[config.mk]
export PLATFORM = sky130hd
export DESIGN_NAME = button_press_gesture_classifier_core_flat
export DESIGN_NICKNAME = d
export VERILOG_FILES = /design/src/sv/bpg_pkg.sv /design/src/sv/bpg_channel_if.sv /design/src/sv/button_press_gesture_classifier_core.sv /design/src/flat_wrapper.sv
export SDC_FILE = /design/constraint.sdc
export NUM_CORES = 1
export LEC_CHECK = 0
export ABC_AREA = 1
export BUFFER_PORTS_ARGS = -buffer_cell sky130_fd_sc_hd__buf_2
export CAP_MARGIN = 40
export CORE_AREA = 2 2 91 137
export CTS_CLUSTER_DIAMETER = 200
export DETAILED_ROUTE_END_ITERATION = 6
export DIE_AREA = 0 0 93 139
export GPL_ROUTABILITY_DRIVEN = 0
export PLACE_DENSITY = 0.43
export SLEW_MARGIN = 25
export SYNTH_ARGS = -nofsm -noshare
export SYNTH_HDL_FRONTEND = slang
export SYNTH_SLANG_ARGS = --single-unit
[constraint.sdc]
create_clock -name i_clk -period 4 [get_ports i_clk]
set_input_delay 0 -clock i_clk [delete_from_list [all_inputs] [get_ports i_clk]]
set_output_delay 0 -clock i_clk [all_outputs]
set_load 0.005 [all_outputs]
[src/sv/bpg_pkg.sv]
`timescale 1ns / 1ps
// ----------------------------------------------------------------------------
// bpg_pkg
// shared types and constants of the button gesture classifier
// ----------------------------------------------------------------------------
package bpg_pkg;

    // width of the tick counter and its saturation value
    localparam int CountWidth = 13;
    localparam logic [CountWidth-1:0] CountMax = {CountWidth{1'b1}};

    // threshold registers
    localparam int CfgWidth = 12;
    localparam logic [CfgWidth-1:0] LongPressReset = CfgWidth'(2000);
    localparam logic [CfgWidth-1:0] DoubleGapReset = CfgWidth'(500);

    // common width for counter versus threshold compares
    localparam int CmpWidth = (CountWidth > CfgWidth) ? CountWidth : CfgWidth;

    // apb register map
    localparam int AddrWidth = 3;
    localparam int DataWidth = 32;
    localparam logic RegLongPress = 1'b0;
    localparam logic RegDoubleGap = 1'b1;

    // item opcodes
    typedef enum logic {
        OpTick = 1'b0,
        OpRead = 1'b1
    } t_op;

    // reported gestures
    typedef enum logic [1:0] {
        GNone   = 2'd0,
        GLong   = 2'd1,
        GSingle = 2'd2,
        GDouble = 2'd3
    } t_gesture;

endpackage

[src/sv/bpg_channel_if.sv]
`timescale 1ns / 1ps
// ----------------------------------------------------------------------------
// bpg_item_if / bpg_result_if
// valid/ready channels carrying input items and result items
// ----------------------------------------------------------------------------
interface bpg_item_if;
    import bpg_pkg::*;

    logic valid;
    logic ready;
    t_op  op;
    logic button_level;

    modport source (output valid, output op, output button_level, input ready);
    modport sink (input valid, input op, input button_level, output ready);
endinterface

interface bpg_result_if;
    import bpg_pkg::*;

    logic     valid;
    logic     ready;
    t_gesture gesture;

    modport source (output valid, output gesture, input ready);
    modport sink (input valid, input gesture, output ready);
endinterface

[src/sv/button_press_gesture_classifier_core.sv]
`timescale 1ns / 1ps
// ----------------------------------------------------------------------------
// button_press_gesture_classifier_core
// long press / single click / double click detector for an active-low button
// ----------------------------------------------------------------------------
// Usage:
//   i_item carries one beat per 1 ms tick (op = tick, button_level = raw pin,
//   0 = pressed) or a read beat (op = read) that returns and clears the held
//   gesture. Every input beat produces exactly one beat on o_result; ticks
//   always return "none".
//   The classifier state and the result register are updated at the edge that
//   accepts the beat, and the result is offered on the next cycle. Throughput
//   is one beat per cycle while the receiver keeps up; the single result
//   register is refilled in the same cycle it is drained.
//   When the receiver stalls, the result waits in the output register and
//   i_item.ready drops until it is taken.
//   Reset (i_rst_n low, synchronous) returns the classifier to idle with no
//   gesture held and loads the thresholds with 2000 and 500 ticks.
//   Thresholds are written over the APB port at byte offsets 0 and 4; the user
//   must write them only while the block is idle, which the core does not enforce.
// ----------------------------------------------------------------------------
module button_press_gesture_classifier_core (
    input  logic                           i_clk,
    input  logic                           i_rst_n,
    bpg_item_if.sink                       i_item,
    bpg_result_if.source                   o_result,
    input  logic                           psel,
    input  logic                           penable,
    input  logic                           pwrite,
    input  logic [bpg_pkg::AddrWidth-1:0]  paddr,
    input  logic [bpg_pkg::DataWidth-1:0]  pwdata,
    output logic [bpg_pkg::DataWidth-1:0]  prdata,
    output logic                           pready
);
    import bpg_pkg::*;

    typedef enum logic [1:0] {
        PhIdle      = 2'd0,
        PhPressing  = 2'd1,
        PhReleasing = 2'd2
    } t_phase;

    t_phase                r_phase, n_phase;
    logic [CountWidth-1:0] r_count, n_count;
    t_gesture              r_pend, n_pend;
    t_gesture              n_result;
    logic                  r_out_valid;
    t_gesture              r_out_gesture;
    logic [CfgWidth-1:0]   r_long_thr;
    logic [CfgWidth-1:0]   r_gap_thr;

    logic                  in_acc;
    logic                  cfg_wr;
    logic                  pressed;
    logic [CountWidth-1:0] count_inc;
    logic [CmpWidth-1:0]   cmp_inc;
    logic [CmpWidth-1:0]   cmp_long;
    logic [CmpWidth-1:0]   cmp_gap;
    logic                  one_over_long;
    logic                  one_over_gap;

    // handshakes
    assign i_item.ready = !r_out_valid || o_result.ready;
    assign in_acc       = i_item.valid && i_item.ready;
    assign cfg_wr       = psel && penable && pwrite;
    assign pready       = 1'b1;

    assign o_result.valid   = r_out_valid;
    assign o_result.gesture = r_out_gesture;

    // register readback
    always_comb begin
        prdata = '0;
        unique case (paddr[2])
            RegLongPress: prdata = DataWidth'(r_long_thr);
            RegDoubleGap: prdata = DataWidth'(r_gap_thr);
            default:      prdata = '0;
        endcase
    end

    // saturating increment and threshold compares
    assign pressed       = !i_item.button_level;
    assign count_inc     = (r_count == CountMax) ? CountMax : r_count + 1'b1;
    assign cmp_inc       = CmpWidth'(count_inc);
    assign cmp_long      = CmpWidth'(r_long_thr);
    assign cmp_gap       = CmpWidth'(r_gap_thr);
    assign one_over_long = (r_long_thr == '0);
    assign one_over_gap  = (r_gap_thr == '0);

    // next classifier state and result for the accepted beat
    always_comb begin
        n_phase  = r_phase;
        n_count  = r_count;
        n_pend   = r_pend;
        n_result = GNone;
        if (in_acc) begin
            if (i_item.op == OpRead) begin
                n_result = r_pend;
                n_pend   = GNone;
            end else if (r_pend == GNone) begin
                unique case (r_phase)
                    PhPressing: begin
                        if (pressed) begin
                            n_count = count_inc;
                            if (cmp_inc > cmp_long) begin
                                n_pend  = GLong;
                                n_phase = PhIdle;
                                n_count = '0;
                            end
                        end else if (one_over_gap) begin
                            n_pend  = GSingle;
                            n_phase = PhIdle;
                            n_count = '0;
                        end else begin
                            n_count = CountWidth'(1);
                            n_phase = PhReleasing;
                        end
                    end
                    PhReleasing: begin
                        if (pressed) begin
                            n_pend  = GDouble;
                            n_phase = PhIdle;
                            n_count = '0;
                        end else begin
                            n_count = count_inc;
                            if (cmp_inc > cmp_gap) begin
                                n_pend  = GSingle;
                                n_phase = PhIdle;
                                n_count = '0;
                            end
                        end
                    end
                    default: begin
                        if (pressed && one_over_long) begin
                            n_pend  = GLong;
                            n_phase = PhIdle;
                            n_count = '0;
                        end else if (pressed) begin
                            n_count = CountWidth'(1);
                            n_phase = PhPressing;
                        end else begin
                            n_phase = PhIdle;
                            n_count = '0;
                        end
                    end
                endcase
            end
        end
    end

    // state, thresholds and result register
    always_ff @(posedge i_clk) begin
        if (!i_rst_n) begin
            r_phase     <= PhIdle;
            r_count     <= '0;
            r_pend      <= GNone;
            r_out_valid <= 1'b0;
            r_long_thr  <= LongPressReset;
            r_gap_thr   <= DoubleGapReset;
        end else begin
            r_phase <= n_phase;
            r_count <= n_count;
            r_pend  <= n_pend;
            if (in_acc) begin
                r_out_valid <= 1'b1;
            end else if (o_result.ready) begin
                r_out_valid <= 1'b0;
            end
            if (cfg_wr) begin
                if (paddr[2] == RegLongPress) begin
                    r_long_thr <= pwdata[CfgWidth-1:0];
                end else begin
                    r_gap_thr <= pwdata[CfgWidth-1:0];
                end
            end
        end
    end

    // result payload, no reset needed
    always_ff @(posedge i_clk) begin
        if (in_acc) begin
            r_out_gesture <= n_result;
        end
    end

    // checks
    a_held_is_idle: assert property (@(posedge i_clk) disable iff (!i_rst_n)
        (r_pend != GNone) |-> (r_phase == PhIdle && r_count == '0))
        else $error("gesture held while a gesture is still being timed");

    a_idle_count_zero: assert property (@(posedge i_clk) disable iff (!i_rst_n)
        (r_phase == PhIdle) |-> (r_count == '0))
        else $error("tick count not cleared in idle");

    a_tick_gives_none: assert property (@(posedge i_clk) disable iff (!i_rst_n)
        (in_acc && i_item.op == OpTick) |=> (o_result.valid && o_result.gesture == GNone))
        else $error("tick beat returned a gesture");

    a_read_returns_held: assert property (@(posedge i_clk) disable iff (!i_rst_n)
        (in_acc && i_item.op == OpRead)
            |=> (o_result.gesture == $past(r_pend) && r_pend == GNone))
        else $error("read did not return and clear the held gesture");

endmodule

[src/flat_wrapper.sv]
// flat-port wrapper written by rule: the top's interface ports become plain ports
module button_press_gesture_classifier_core_flat import bpg_pkg::*;
  (i_clk, i_rst_n, psel, penable, pwrite, paddr, pwdata, prdata, pready, i_item_valid, i_item_op, i_item_button_level, i_item_ready, o_result_valid, o_result_gesture, o_result_ready);
  bpg_item_if i_item_i ();
  bpg_result_if o_result_i ();
  input  logic i_clk;
  input  logic i_rst_n;
  input  logic psel;
  input  logic penable;
  input  logic pwrite;
  input  logic [bpg_pkg::AddrWidth-1:0] paddr;
  input  logic [bpg_pkg::DataWidth-1:0] pwdata;
  output logic [bpg_pkg::DataWidth-1:0] prdata;
  output logic pready;
  input wire logic [$bits(i_item_i.valid)-1:0] i_item_valid;
  input wire logic [$bits(i_item_i.op)-1:0] i_item_op;
  input wire logic [$bits(i_item_i.button_level)-1:0] i_item_button_level;
  output wire logic [$bits(i_item_i.ready)-1:0] i_item_ready;
  output wire logic [$bits(o_result_i.valid)-1:0] o_result_valid;
  output wire logic [$bits(o_result_i.gesture)-1:0] o_result_gesture;
  input wire logic [$bits(o_result_i.ready)-1:0] o_result_ready;
  assign i_item_i.valid = i_item_valid;
  assign i_item_i.op = i_item_op;
  assign i_item_i.button_level = i_item_button_level;
  assign i_item_ready = i_item_i.ready;
  assign o_result_valid = o_result_i.valid;
  assign o_result_gesture = o_result_i.gesture;
  assign o_result_i.ready = o_result_ready;
  button_press_gesture_classifier_core u_core (.i_clk(i_clk), .i_rst_n(i_rst_n), .i_item(i_item_i), .o_result(o_result_i), .psel(psel), .penable(penable), .pwrite(pwrite), .paddr(paddr), .pwdata(pwdata), .prdata(prdata), .pready(pready));
endmodule
---- Yosys cells after proc, flatten, opt, wreduce, memory -nomap -nowiden ----
Index checks and enable logic that the tools add are counted.
W data, S select, Z words.
word-level totals
  output and inout bits ................... 37
  bits in registers ....................... 44
  logic and storage cells ................. 67
operators by class
  eq/ne operators ......................... 8
  $add $sub $neg .......................... 1
  bitwise operators ....................... 2
  order comparisons ....................... 2
  reductions and logical operators ........ 18
  muxes and demuxes ....................... 29
operators with widths
  cell                     number
  $mux W13                 6
  $pmux W32 S2             1
  $mux W2                  14
  $gt A13 B12 Y1           2
  $pmux W13 S2             1
  $logic_not A12 Y1        2
  $add A13 B1 Y13 const B  1
  $eq A13 B13 Y1 const B   1
  $ne A4 B3 Y1 const B     3
  $pmux W2 S2              2
  $ne A3 B2 Y1 const B     2
  $reduce_and A6 Y1        1
  $mux W1                  5
  $reduce_and A5 Y1        1
  $logic_and A1 B1 Y1      4
  $reduce_and A2 Y1        2
  $reduce_bool A2 Y1       2
  $reduce_bool A4 Y1       1
  $reduce_and A3 Y1        1
  $eq A2 B1 Y1 const B     1
  $eq A2 B2 Y1 const B     1
  $logic_not A1 Y1         2
  $logic_not A2 Y1         1
  $not A1 Y1               2
  $logic_or A1 B1 Y1       1

---- Longest topological paths before layout ----
Gate-level depths: netlist of the first run.
  depth in word-level cells ............... 8
  gate-level depth with buffers ........... 24

---- Least setup slack after synthesis of the first run ----
No wires, ideal clock.
  path type ............................... reg-to-reg
  start point ............................. register u_core.r_count[0]
  end point ............................... register u_core.r_count[2]
  required time ........................... 3931 ps
  data arrival time ....................... 2675 ps
  slack ................................... 1256 ps
  setup time .............................. 69 ps
  cell stages (with the launch flop) ...... 25
  cell sequence ........................... dfxtp_1 -> ha_1 -> nand2_2 -> nor2_4 -> nand2_1 -> nor4_2 -> inv_2 -> o21ai_1 -> ha_1 -> a21oi_1 -> nand2_1 -> nand2_1 -> nand2_1 -> nand2_1 -> nand2_1 -> nand2_1 -> nand2_1 -> nand2_1 -> nand2_1 -> nand2_1 -> inv_2 -> nor2_4 -> buf_6 -> nand2_2 -> a21oi_2
between the ends
  longest elaborated chain between the ends .. 6
ends and longest elaborated chain
  what                                                      line                                                                                      RTL
  from (decl)                                               button_press_gesture_classifier_core.sv:44                                                logic [CountWidth-1:0] r_count, n_count;
  from (signal assigned)                                    button_press_gesture_classifier_core.sv:162                                               r_count <= n_count;
  $add A13 B1 Y13 / $eq A13 B13 Y1 (equally long branches)  button_press_gesture_classifier_core.sv:83                                                assign count_inc = (r_count == CountMax) ? CountMax : r_count + 1'b1;
  $mux W13 (*)                                              button_press_gesture_classifier_core.sv:83
  $gt A13 B12 Y1, on equally long branches                  button_press_gesture_classifier_core.sv:126, button_press_gesture_classifier_core.sv:105
  $mux W13, on equally long branches                        button_press_gesture_classifier_core.sv:126, button_press_gesture_classifier_core.sv:105
  $mux W13, on equally long branches                        button_press_gesture_classifier_core.sv:120, button_press_gesture_classifier_core.sv:103
  $pmux W13 S2 (*)                                          button_press_gesture_classifier_core.sv:101                                               unique case (r_phase)
Every way passes the cells marked *; elsewhere a longest branch is shown, timed or not.
A chain may end at the register's enable or synchronous reset.

---- Final worst setup path of the first run ----
  start point ............................. register u_core.r_count[0]
  end point ............................... register u_core.r_count[10]
Same word-level chain as after synthesis.

==> results.ini, run 1 <==
[clock_network]
cts_made_buffers = 5
worstSkewPairLatency_ns = 0.30
cts_tree = yes
post-cts-setup-buffers = 0
hold_buffers = 10
htree_levels = 2
cts.sinks = 44
clockBufferDepth = 2
cts.repair.resized = 0
clkSlewWorstSetupHoldPaths_ns = 0.07
clockRootBuffer = clkbuf_16

[logic_synthesis]
syn_avg_cell_area_um2 = 6.895
ys.flop_type = dfxtp_1
synth_edf_count = 2
yosysWarningCount = 0
ys_ff_latch = 44
syn_inst = 433
ys_seq_area_share_pct = 30.18
synth_cell_types = 31
synthesis.area_mm2 = 0.002985
async_flop_share_pct = 0

[global_routing]
grt_pass1_wl_mm = 12.91
grt_max_degree = 27
antenna_found_initial = 0
grt_pass1_vias = 2605
grtUsageTotal_pct = 12.83
grt_overflow = 0

[place]
place_area_mm2 = 0.003242
detailed_place_hpwl_mm = 6.393
io_buffer_count = 37
dp.cells = 611

[final_layout]
stdcell_count = 630
nFillCells = 1338
final_cell_mix = 87 x nand2_1, 60 x inv_1, 42 x o21ai_0, 42 x dfxtp_1, 41 x a21oi_1
drive_above_1_share_pct = 16.14
antenna_cells = 0
layout.nets = 547
postLayoutCellArea_mm2 = 0.003500
area_delta_synth_final_pct = 17.23
mostFrequentLayoutCell = nand2_1

[worst_setup_path]
cp-start-kind = register
worstPathRequired_ns = 4.23
path_cells = ha_1 > nand2_2 > nor2_4 > nand2_1 > nor4_2 > inv_2 > o21ai_1 > ha_1 > nand2_1 > nor2_1 > nand2_1 > nand3_1 > nand2_1 > nand2_1 > nand2_1 > nand2_1 > nand2_1 > nand2_1 > nand2_1 > inv_2 > nor2_4 > buf_4 > nand2_2 > a21oi_2
reg2reg_slack_ns = 0.58
reg2reg_depth = 24
crit_path_max_fanout = 10
rr_endpoint = u_core.r_count[10]
critPathKind = reg2reg
slowest_stage = nor4_2
worstSetupEndpointType = register
crit_path_frequent_cell = nand2_1
critPathArrivalTime_ns = 3.64
slowest_delay_ns = 0.39
r2r-start = u_core.r_count[0]
path_delay_family = simple AND/OR/NAND/NOR gates
worst-path-buf-inv = 3

[floorplanning]
row_count = 49
die-height_um = 139
die-area_mm2 = 0.01293
start_util_pct = 25.36
pin_count = 81
core_area_mm2 = 0.01177
die_w_um = 93

[timing]
relSlewSlack_pct = 57.04
worst_pin_slew_ns = 0.6386
setup_viol = 0
hold_violations = 0
rsz0062_at_grt = no
min_period_over_period_pct = 85.41
skew_ns = 0.008249
fmax_ghz = 0.2927
setup_tns_ns = 0
fin_crit_ns = 3.417
slew_violations = 0

[hold_path]
worstHoldEndpoint = u_core.r_gap_thr[11]
hold_path.class = in2reg
min_from = pwdata[11]
hold_depth = 3

[pwr]
ir_drop_mv = 0.1658
p_per_area_mw_per_mm2 = 288.8
leakagePower_uw = 0.001643

[detailed_routing]
finalWirelength_mm = 7.941
drc_errors = 0
vias = 2766
viasPerCell = 4.390
dr.first_iter.drc_count = 125
postRouteAntennaNets = 0
wl_per_cell_um = 12.60
first_pass_iters = 4

[run]
max_cap_violations = 0

[run_status]
outcome = finished clean

==> metal layers <==
layer	wire length (um)	share of wire, %	track usage [%]
met5	0	0	0
met4	121	1.5	4.412
met3	210	2.6	1.793
met2	4483	56	24.79
met1	3127	39	13.84
==> Yosys cell counts (2+ instances only) <==
library cell	number	share of area, %
nor4_1	2	0.42
a21oi_1	41	6.9
o21ai_1	2	0.34
nand2_1	87	11
o21ai_0	42	7.0
nand4_1	10	2.1
ha_1	27	11
a21oi_2	10	2.9
nor2_4	2	0.75
nor2_1	25	3.1
inv_1	60	7.5
xor2_1	2	0.59
nand2_2	12	2.5
edfxtp_1	2	2.0
nand3_1	13	2.2
nor3_1	6	1.0
conb_1	2	0.25
nand3b_1	2	0.50
or2_2	2	0.42
clkbuf_1	11	1.4
buf_4	21	5.3
dfxtp_1	42	28
inv_2	2	0.25
==> per-stage QoR <==
stage	utilization, %	hold slack [ns]	power (uW)	setup WS, ns
CTS	29.67	0.002008	1023	0.5427
finish	29.73	0.003706	1011	0.5835
global route	29.73	0.01286	1056	0.2618
detailed placement	27.54	0.2357	578.8	0.6044
floorplan	-	0.1016	550.2	1.256
global placement	27.48	0.2275	577.2	0.5870
==> cells by family (layout without fill, tap and decap cells) <==
family	count (synthesis)	in the layout	share of synthesized area, %
compound gates	98	98	17.90
xor+xnor	2	2	0.5869
fa+ha+maj	27	27	11.32
buf+inv	96	121	14.96
flops	44	44	30.18
other cells	2	21	0.2516
simple gates	164	164	24.81
==> tightest hold or removal path, delay by kind of cell <==
kind,cells,cell delay (ns)
buffers and inverters,1,0.09
AOI/OAI and AO/OA,2,0.17
==> final cells by class <==
type / instances / area, um^2 / area share (%)
Inverter: 62 / 232.7 / 6.650
Clock inverter: 1 / 7.507 / 0.2145
Multi-Input combinational cell: 312 / 1709 / 48.84
Timing Repair Buffer: 51 / 315.3 / 9.010
Sequential cell: 44 / 900.9 / 25.74
Clock buffer: 7 / 142.6 / 4.076
Tap cell: 153 / 191.4 / 5.470
==> report_power, final <==
part	switching (uW)	total, uW	internal (uW)
clock network	186	436	249
logic	72.8	117	44.3
registers	5.06	458	453
==> flip-flops by register name, indices dropped and copies added, names as in the netlist <==
name	cells
u_core.r_count	13
u_core.r_gap_thr	12
u_core.r_long_thr	12
u_core.o_result.gesture	2
u_core.r_pend	2
u_core.r_phase	2
u_core.o_result.valid	1
==> how the worst max path moves through the flow <==
| stage | from | endpoint | cells past startpoint |
|---|---|---|---|
| 2_1_floorplan | u_core.r_count[0] | u_core.r_count[2] | 24 |
| 3_5_place_dp | u_core.r_count[0] | u_core.r_count[10] | 24 |
| 4_1_cts | u_core.r_count[0] | u_core.r_count[10] | 24 |
| 3_3_place_gp | u_core.r_count[0] | u_core.r_count[5] | 24 |
| 6_report | u_core.r_count[0] | u_core.r_count[10] | 24 |
| 5_1_grt | u_core.r_count[0] | u_core.r_count[6] | 24 |
Power figures use the tool's default switching activity.
==> run 2, diff against run 1 <==
Settings changed: MAX_ROUTING_LAYER from default to met4.
==> results.ini, run 2 (synthesis gave the netlist of run 1 again) <==
[worst_setup_path]
crit_path_max_fanout = 10  ; unchanged
critPathArrivalTime_ns = 3.64  ; about the same
cp-start-kind = register
worstPathRequired_ns = 4.22  ; about the same
worstSetupEndpointType = register
critPathKind = reg2reg

[detailed_routing]
vias = 2769  ; +0.11%
finalWirelength_mm = 7.960  ; +0.24%
postRouteAntennaNets = 0  ; unchanged
first_pass_iters = 4  ; unchanged
dr.first_iter.drc_count = 119  ; -4.8%
drc_errors = 0  ; unchanged
wl_per_cell_um = 12.63  ; +0.24%
viasPerCell = 4.395  ; +0.11%

[floorplanning]
core_area_mm2 = 0.01177  ; unchanged
pin_count = 81  ; unchanged
die_w_um = 93  ; unchanged
die-area_mm2 = 0.01293  ; unchanged
start_util_pct = 25.36  ; unchanged
die-height_um = 139  ; unchanged
row_count = 49  ; unchanged

[global_routing]
grtUsageTotal_pct = 13.14  ; +0.31 points
grt_max_degree = 27  ; unchanged
antenna_found_initial = 0  ; unchanged
grt_pass1_wl_mm = 12.92  ; +0.11%
grt_overflow = 0  ; unchanged
grt_pass1_vias = 2614  ; +0.35%

[clock_network]
post-cts-setup-buffers = 0  ; unchanged
clkSlewWorstSetupHoldPaths_ns = 0.07  ; about the same
cts_made_buffers = 5  ; unchanged
htree_levels = 2  ; unchanged
clockRootBuffer = clkbuf_16
worstSkewPairLatency_ns = 0.29  ; about the same
cts_tree = yes
cts.repair.resized = 0  ; unchanged
cts.sinks = 44  ; unchanged
clockBufferDepth = 2  ; unchanged

[pwr]
p_comb_share_pct = 11.7  ; about the same
ir_drop_mv = 0.1649  ; -0.53%
p_per_area_mw_per_mm2 = 287.4  ; -0.46%
p_int_uw = 746.4  ; about the same
p_sw_share_pct = 25.80  ; -0.34 points
p_clk_share_pct = 42.8  ; -0.3 points
pwr-share-seq_pct = 45.5  ; +0.2 points
switching_power_uw = 259.5  ; -1.7%
leakagePower_uw = 0.001643  ; unchanged
p_total_uw = 1006  ; -0.46%

[final_layout]
area_delta_synth_final_pct = 17.23  ; unchanged
largest_reg_flops = 13  ; unchanged
regMostFlops = u_core.r_count
drive_above_1_share_pct = 16.14  ; unchanged
mostFrequentLayoutCell = nand2_1
antenna_cells = 0  ; unchanged
final_cell_mix = 87 x nand2_1, 60 x inv_1, 42 x o21ai_0, 42 x dfxtp_1, 41 x a21oi_1
layout.nets = 547  ; unchanged
reg.largest.list = u_core.r_count: 13 flops, u_core.r_gap_thr: 12 flops, u_core.r_long_thr: 12 flops
nFillCells = 1338  ; unchanged

[timing]
hold_violations = 0  ; unchanged
setup_viol = 0  ; unchanged
fin_crit_ns = 3.422  ; +0.005210 ns
setup_tns_ns = 0  ; unchanged
worst_pin_slew_ns = 0.6384  ; -0.0001934 ns
slew_violations = 0  ; unchanged
skew_ns = 0.007999  ; -0.0002499 ns
relSlewSlack_pct = 57.05  ; about the same
fmax_ghz = 0.2922  ; -0.15%
min_period_over_period_pct = 85.54  ; +0.13 points
rsz0062_at_grt = no

[hold_path]
hold_path.class = in2reg

[run]
max_cap_violations = 0  ; unchanged

[place]
io_buffer_count = 37  ; unchanged
detailed_place_hpwl_mm = 6.393  ; unchanged

[run_status]
outcome = finished clean

-- run 2: cell counts in the layout (fill, tap and decap cells not counted) --
No cell type changed its count.
-- run 2: worst paths after layout --
path	slack, ns	from	end	cells past startpoint
max reg2reg	0.58	u_core.r_count[0]	u_core.r_count[10]	24
max	0.58	u_core.r_count[0]	u_core.r_count[10]	24
min reg2reg	0.48	u_core.r_phase[0]	u_core.r_phase[0]	2
min	0.007	pwdata[11]	u_core.r_gap_thr[11]	3
-- run 2: metrics by stage --
stage | setup slack, ns | instance area, um^2 | utilization [%] | instances | hold slack, ns
6_report | 0.5783 | 3500 | 29.73 | 630 | 0.006901
2_1_floorplan | 1.256 | 3057 | - | 452 | 0.1016
4_1_cts | 0.5427 | 3492 | 29.67 | 629 | 0.002008
3_3_place_gp | 0.5870 | 3234 | 27.48 | 610 | 0.2275
5_1_grt | 0.2610 | 3500 | 29.73 | 630 | 0.01651
3_5_place_dp | 0.6044 | 3242 | 27.54 | 611 | 0.2357
-- run 2: layout make-up --
cell class | instances | area (um^2) | share of cell area [%]
timing repair buffer | 51 | 315.3 | 9.010
clock buffer | 7 | 142.6 | 4.076
inverter | 62 | 232.7 | 6.650
sequential | 44 | 900.9 | 25.74
tap | 153 | 191.4 | 5.470
clock inverter | 1 | 7.507 | 0.2145
multi-input combinational | 312 | 1709 | 48.84
-- run 2: repair_timing --
| action | in CTS | in global routing |
|---|---|---|
| endpoints found under the setup margin | 0 | 0 |
| hold endpoints to repair | 14 | 0 |
| hold buffers | 10 | 0 |
-- run 2: per-layer routing --
metal,vias to the layer above,GRT usage (%),routed length [um]
li1,1448,-,-
met1,1265,13.67,3117
met2,50,24.90,4527
met3,6,1.630,189
met4,0,4.412,125
met5,-,-,0
-- run 2: critical path, cell delays in order, from the launching register on --
cell	delay (ns)
dfxtp_1	0.36
ha_1	0.19
nand2_2	0.08
nor2_4	0.11
nand2_1	0.10
nor4_2	0.39
inv_2	0.20
o21ai_1	0.26
ha_1	0.32
nand2_1	0.10
nor2_1	0.05
nand2_1	0.06
nand3_1	0.07
nand2_1	0.06
nand2_1	0.05
nand2_1	0.06
nand2_1	0.05
nand2_1	0.10
nand2_1	0.08
nand2_1	0.08
inv_2	0.07
nor2_4	0.10
buf_4	0.23
nand2_2	0.07
a21oi_2	0.11
-- run 2: power groups by stage --
stage               registers, uW  logic, uW  clock network, uW
floorplan                     467       83.0                  0
global placement              468        109                  0
detailed placement            468        111                  0
CTS                           458        119                447
global route                  459        135                459
finish                        458        117                431
==> run 3, diff against run 2 <==
Settings changed: ABC_AREA 1 to default, CORE_AREA 2 2 91 137 to 2 2 92 138, DIE_AREA 0 0 93 139 to 0 0 94 140, SETUP_SLACK_MARGIN from default to 0.05.
==> results.ini, run 3 <==
[global_routing]
grt_overflow = 0  ; unchanged
grtUsageTotal_pct = 12.81  ; -0.33 points
grt_max_degree = 33  ; +22%
grt_pass1_vias = 2537  ; -2.9%
grt_pass1_wl_mm = 12.92  ; about the same
antenna_found_initial = 0  ; unchanged

[logic_synthesis]
synthXorXnorAreaFrac_pct = 2.287  ; +1.7 points
yosys-mux-area-fraction_pct = 1.021  ; +1.0 points
synth_top_family_by_area = simple AND/OR/NAND/NOR gates
syn_inst = 380  ; -12%
synth_area_leaders = dfxtp_1 27%, ha_1 11%, nand2_1 9.7%, buf_4 5.1%, inv_1 3.6%
synth_top_area_share_pct = 27.44  ; -0.72 points
synth_fa_ha_area_share_pct = 11.02  ; -0.29 points
synthesis.area_mm2 = 0.003064  ; +2.6%
ys.flop_type = dfxtp_1
yosysWarningCount = 0  ; unchanged
yosysTopAreaCell = dfxtp_1
synth_cell_types = 55  ; +77%
synth_edf_count = 2  ; unchanged
synth_compound_area_share_pct = 22.50  ; +4.6 points
yosysMostFrequentCell = nand2_1
ys_ff_latch = 44  ; unchanged
netlist_top_cells_count = 79 x nand2_1, 42 x dfxtp_1, 29 x inv_1
syn_avg_cell_area_um2 = 8.064  ; +17%
synth-simple-area-share_pct = 22.70  ; -2.1 points
async_flop_share_pct = 0  ; unchanged
ys_seq_area_share_pct = 29.40  ; -0.78 points

[place]
place_area_mm2 = 0.003339  ; +3.0%
io_buffer_count = 37  ; unchanged
place_ws_ns = 0.3072  ; -0.2972 ns
detailed_place_hpwl_mm = 6.331  ; -0.98%
dp.cells = 557  ; -8.8%

[worst_setup_path]
critPathKind = reg2reg
worstPathRequired_ns = 4.22  ; about the same
slowest_stage = dfxtp_1
critPathArrivalTime_ns = 3.69  ; +0.05 ns
path_delay_family = simple AND/OR/NAND/NOR gates
cp-start-kind = register
worstSetupEndpointType = register
worst-path-buf-inv = 0  ; -3
slowest_delay_ns = 0.39  ; about the same
crit_path_max_fanout = 13  ; +3
path_cells = ha_1 > and3_1 > nand3_2 > nor3_4 > nand2_2 > nand2_1 > ha_1 > and3_1 > a211oi_1 > a21oi_1 > a2111oi_4 > a21o_4 > nand2b_4 > o22ai_2

[pwr]
leakagePower_uw = 0.001692  ; +3.0%
ir_drop_mv = 0.1882  ; +14%
p_per_area_mw_per_mm2 = 313.5  ; +9.1%

[hold_path]
hold_path.class = in2reg

[final_layout]
postLayoutCellArea_mm2 = 0.003682  ; +5.2%
drive_above_1_share_pct = 16.94  ; +0.80 points
stdcell_count = 578  ; -8.3%
seq_area_um2 = 900.9  ; unchanged
final_cell_mix = 78 x nand2_1, 42 x dfxtp_1, 37 x buf_2, 29 x inv_1, 27 x ha_1
area_delta_synth_final_pct = 20.17
layout.nets = 495  ; -9.5%
multi_input_area_mm2 = 0.001906  ; +11%
antenna_cells = 0  ; unchanged
regMostFlops = u_core.r_count
nFillCells = 1280  ; -4.3%
final_util_pct = 30.80  ; +1.1 points
largest_reg_flops = 13  ; unchanged
reg.largest.list = u_core.r_count: 13 flops, u_core.r_gap_thr: 12 flops, u_core.r_long_thr: 12 flops
mostFrequentLayoutCell = nand2_1

[timing]
hold_violations = 0  ; unchanged
rsz0062_at_grt = no
setup_tns_ns = 0  ; unchanged
setup_viol = 0  ; unchanged
fmax_ghz = 0.2882  ; -1.4%
worst_slack_ns = 0.5303  ; -0.04792 ns
slew_violations = 0  ; unchanged
min_period_over_period_pct = 86.74  ; +1.2 points
fin_crit_ns = 3.470  ; +0.04792 ns
skew_ns = 0.004947  ; -0.003052 ns

[clock_network]
cts_made_buffers = 5  ; unchanged
clkSlewWorstSetupHoldPaths_ns = 0.07  ; about the same
htree_levels = 2  ; unchanged
cts_tree = yes
worstSkewPairLatency_ns = 0.29  ; about the same
cts.sinks = 44  ; unchanged
clockRootBuffer = clkbuf_16
post-cts-setup-buffers = 0  ; unchanged
clockBufferDepth = 2  ; unchanged

[detailed_routing]
dr.first_iter.drc_count = 96  ; -19%
vias = 2646  ; -4.4%
postRouteAntennaNets = 0  ; unchanged
finalWirelength_mm = 7.955  ; about the same
viasPerCell = 4.578  ; +4.2%
first_pass_iters = 4  ; unchanged
drc_errors = 0  ; unchanged
wl_per_cell_um = 13.76  ; +8.9%

[run_status]
outcome = finished clean

[floorplanning]
die-height_um = 140  ; +0.72%
die-area_mm2 = 0.01316  ; +1.8%
core_area_mm2 = 0.01196  ; +1.6%
start_util_pct = 25.63  ; +0.27 points
pin_count = 81  ; unchanged
die_w_um = 94  ; +1.1%
row_count = 49  ; unchanged

[run]
max_cap_violations = 0  ; unchanged

==> run 3: layout make-up <==
| cell class | count | share of cell area (%) |
|---|---|---|
| repair buffers | 54 | 9.922 |
| multi-input cells | 290 | 51.75 |
| well taps | 153 | 5.199 |
| flip-flops and latches | 44 | 24.46 |
| clock buffers | 6 | 4.077 |
| clock inverters | 2 | 1.631 |
| inverters | 29 | 2.956 |
==> run 3: worst paths after layout <==
path                startpoint               endpoint  slack [ns]  cells after the start
min reg2reg  u_core.r_phase[1]      u_core.r_phase[1]        0.48                      2
max reg2reg  u_core.r_count[0]      u_core.r_count[8]        0.53                     14
max          u_core.r_count[0]      u_core.r_count[8]        0.53                     14
min             o_result_ready  u_core.o_result.valid        0.04                      3
==> run 3: logic make-up after synthesis <==
family,after synthesis
xor gates and xnor gates,8
and+or+nand+nor,143
muxes,3
adders and majority gates,27
other,2
DFF,44
AOI/OAI and AO/OA,88
buffers and inverters,65
==> run 3: repair_timing <==
item | in CTS | in global routing
endpoints found under the setup margin | 0 | 1
resized for setup | 0 | 1
hold endpoints to repair | 25 | 0
hold buffers | 13 | 0
==> run 3: metrics by stage <==
stage	power (uW)	hold WS [ns]
detailed placement	577.1	0.2467
finish	1155	0.04304
global placement	573.1	0.2431
global route	1205	0.06498
CTS	1177	0.04114
floorplan	547.5	0.1146
==> run 3: worst register-to-register path: cells and delay by family, from the launching register on <==
kind            cells  cell delay, ns
compound gates      5            1.13
fa+ha+maj           2            0.46
flops               1            0.39
simple gates        7            1.41
==> run 3: per-layer routing <==
metal / GRT usage [%] / share of wire, % / vias to the layer above
met5: - / 0 / -
met4: 4.119 / 1.6 / 0
met3: 1.130 / 1.9 / 6
met2: 24.59 / 55 / 45
met1: 13.39 / 41 / 1223
li1: - / - / 1372
==> run 3: power by group <==
| group | switching, uW | internal, uW | leakage, uW | total, uW |
|---|---|---|---|---|
| Sequential | 7.42 | 451 | 0.000361 | 458 |
| Clock | 182 | 396 | 0.000102 | 578 |
| Combinational | 66.9 | 51.2 | 0.00123 | 118 |
| Total | 257 | 898 | 0.00169 | 1150 |
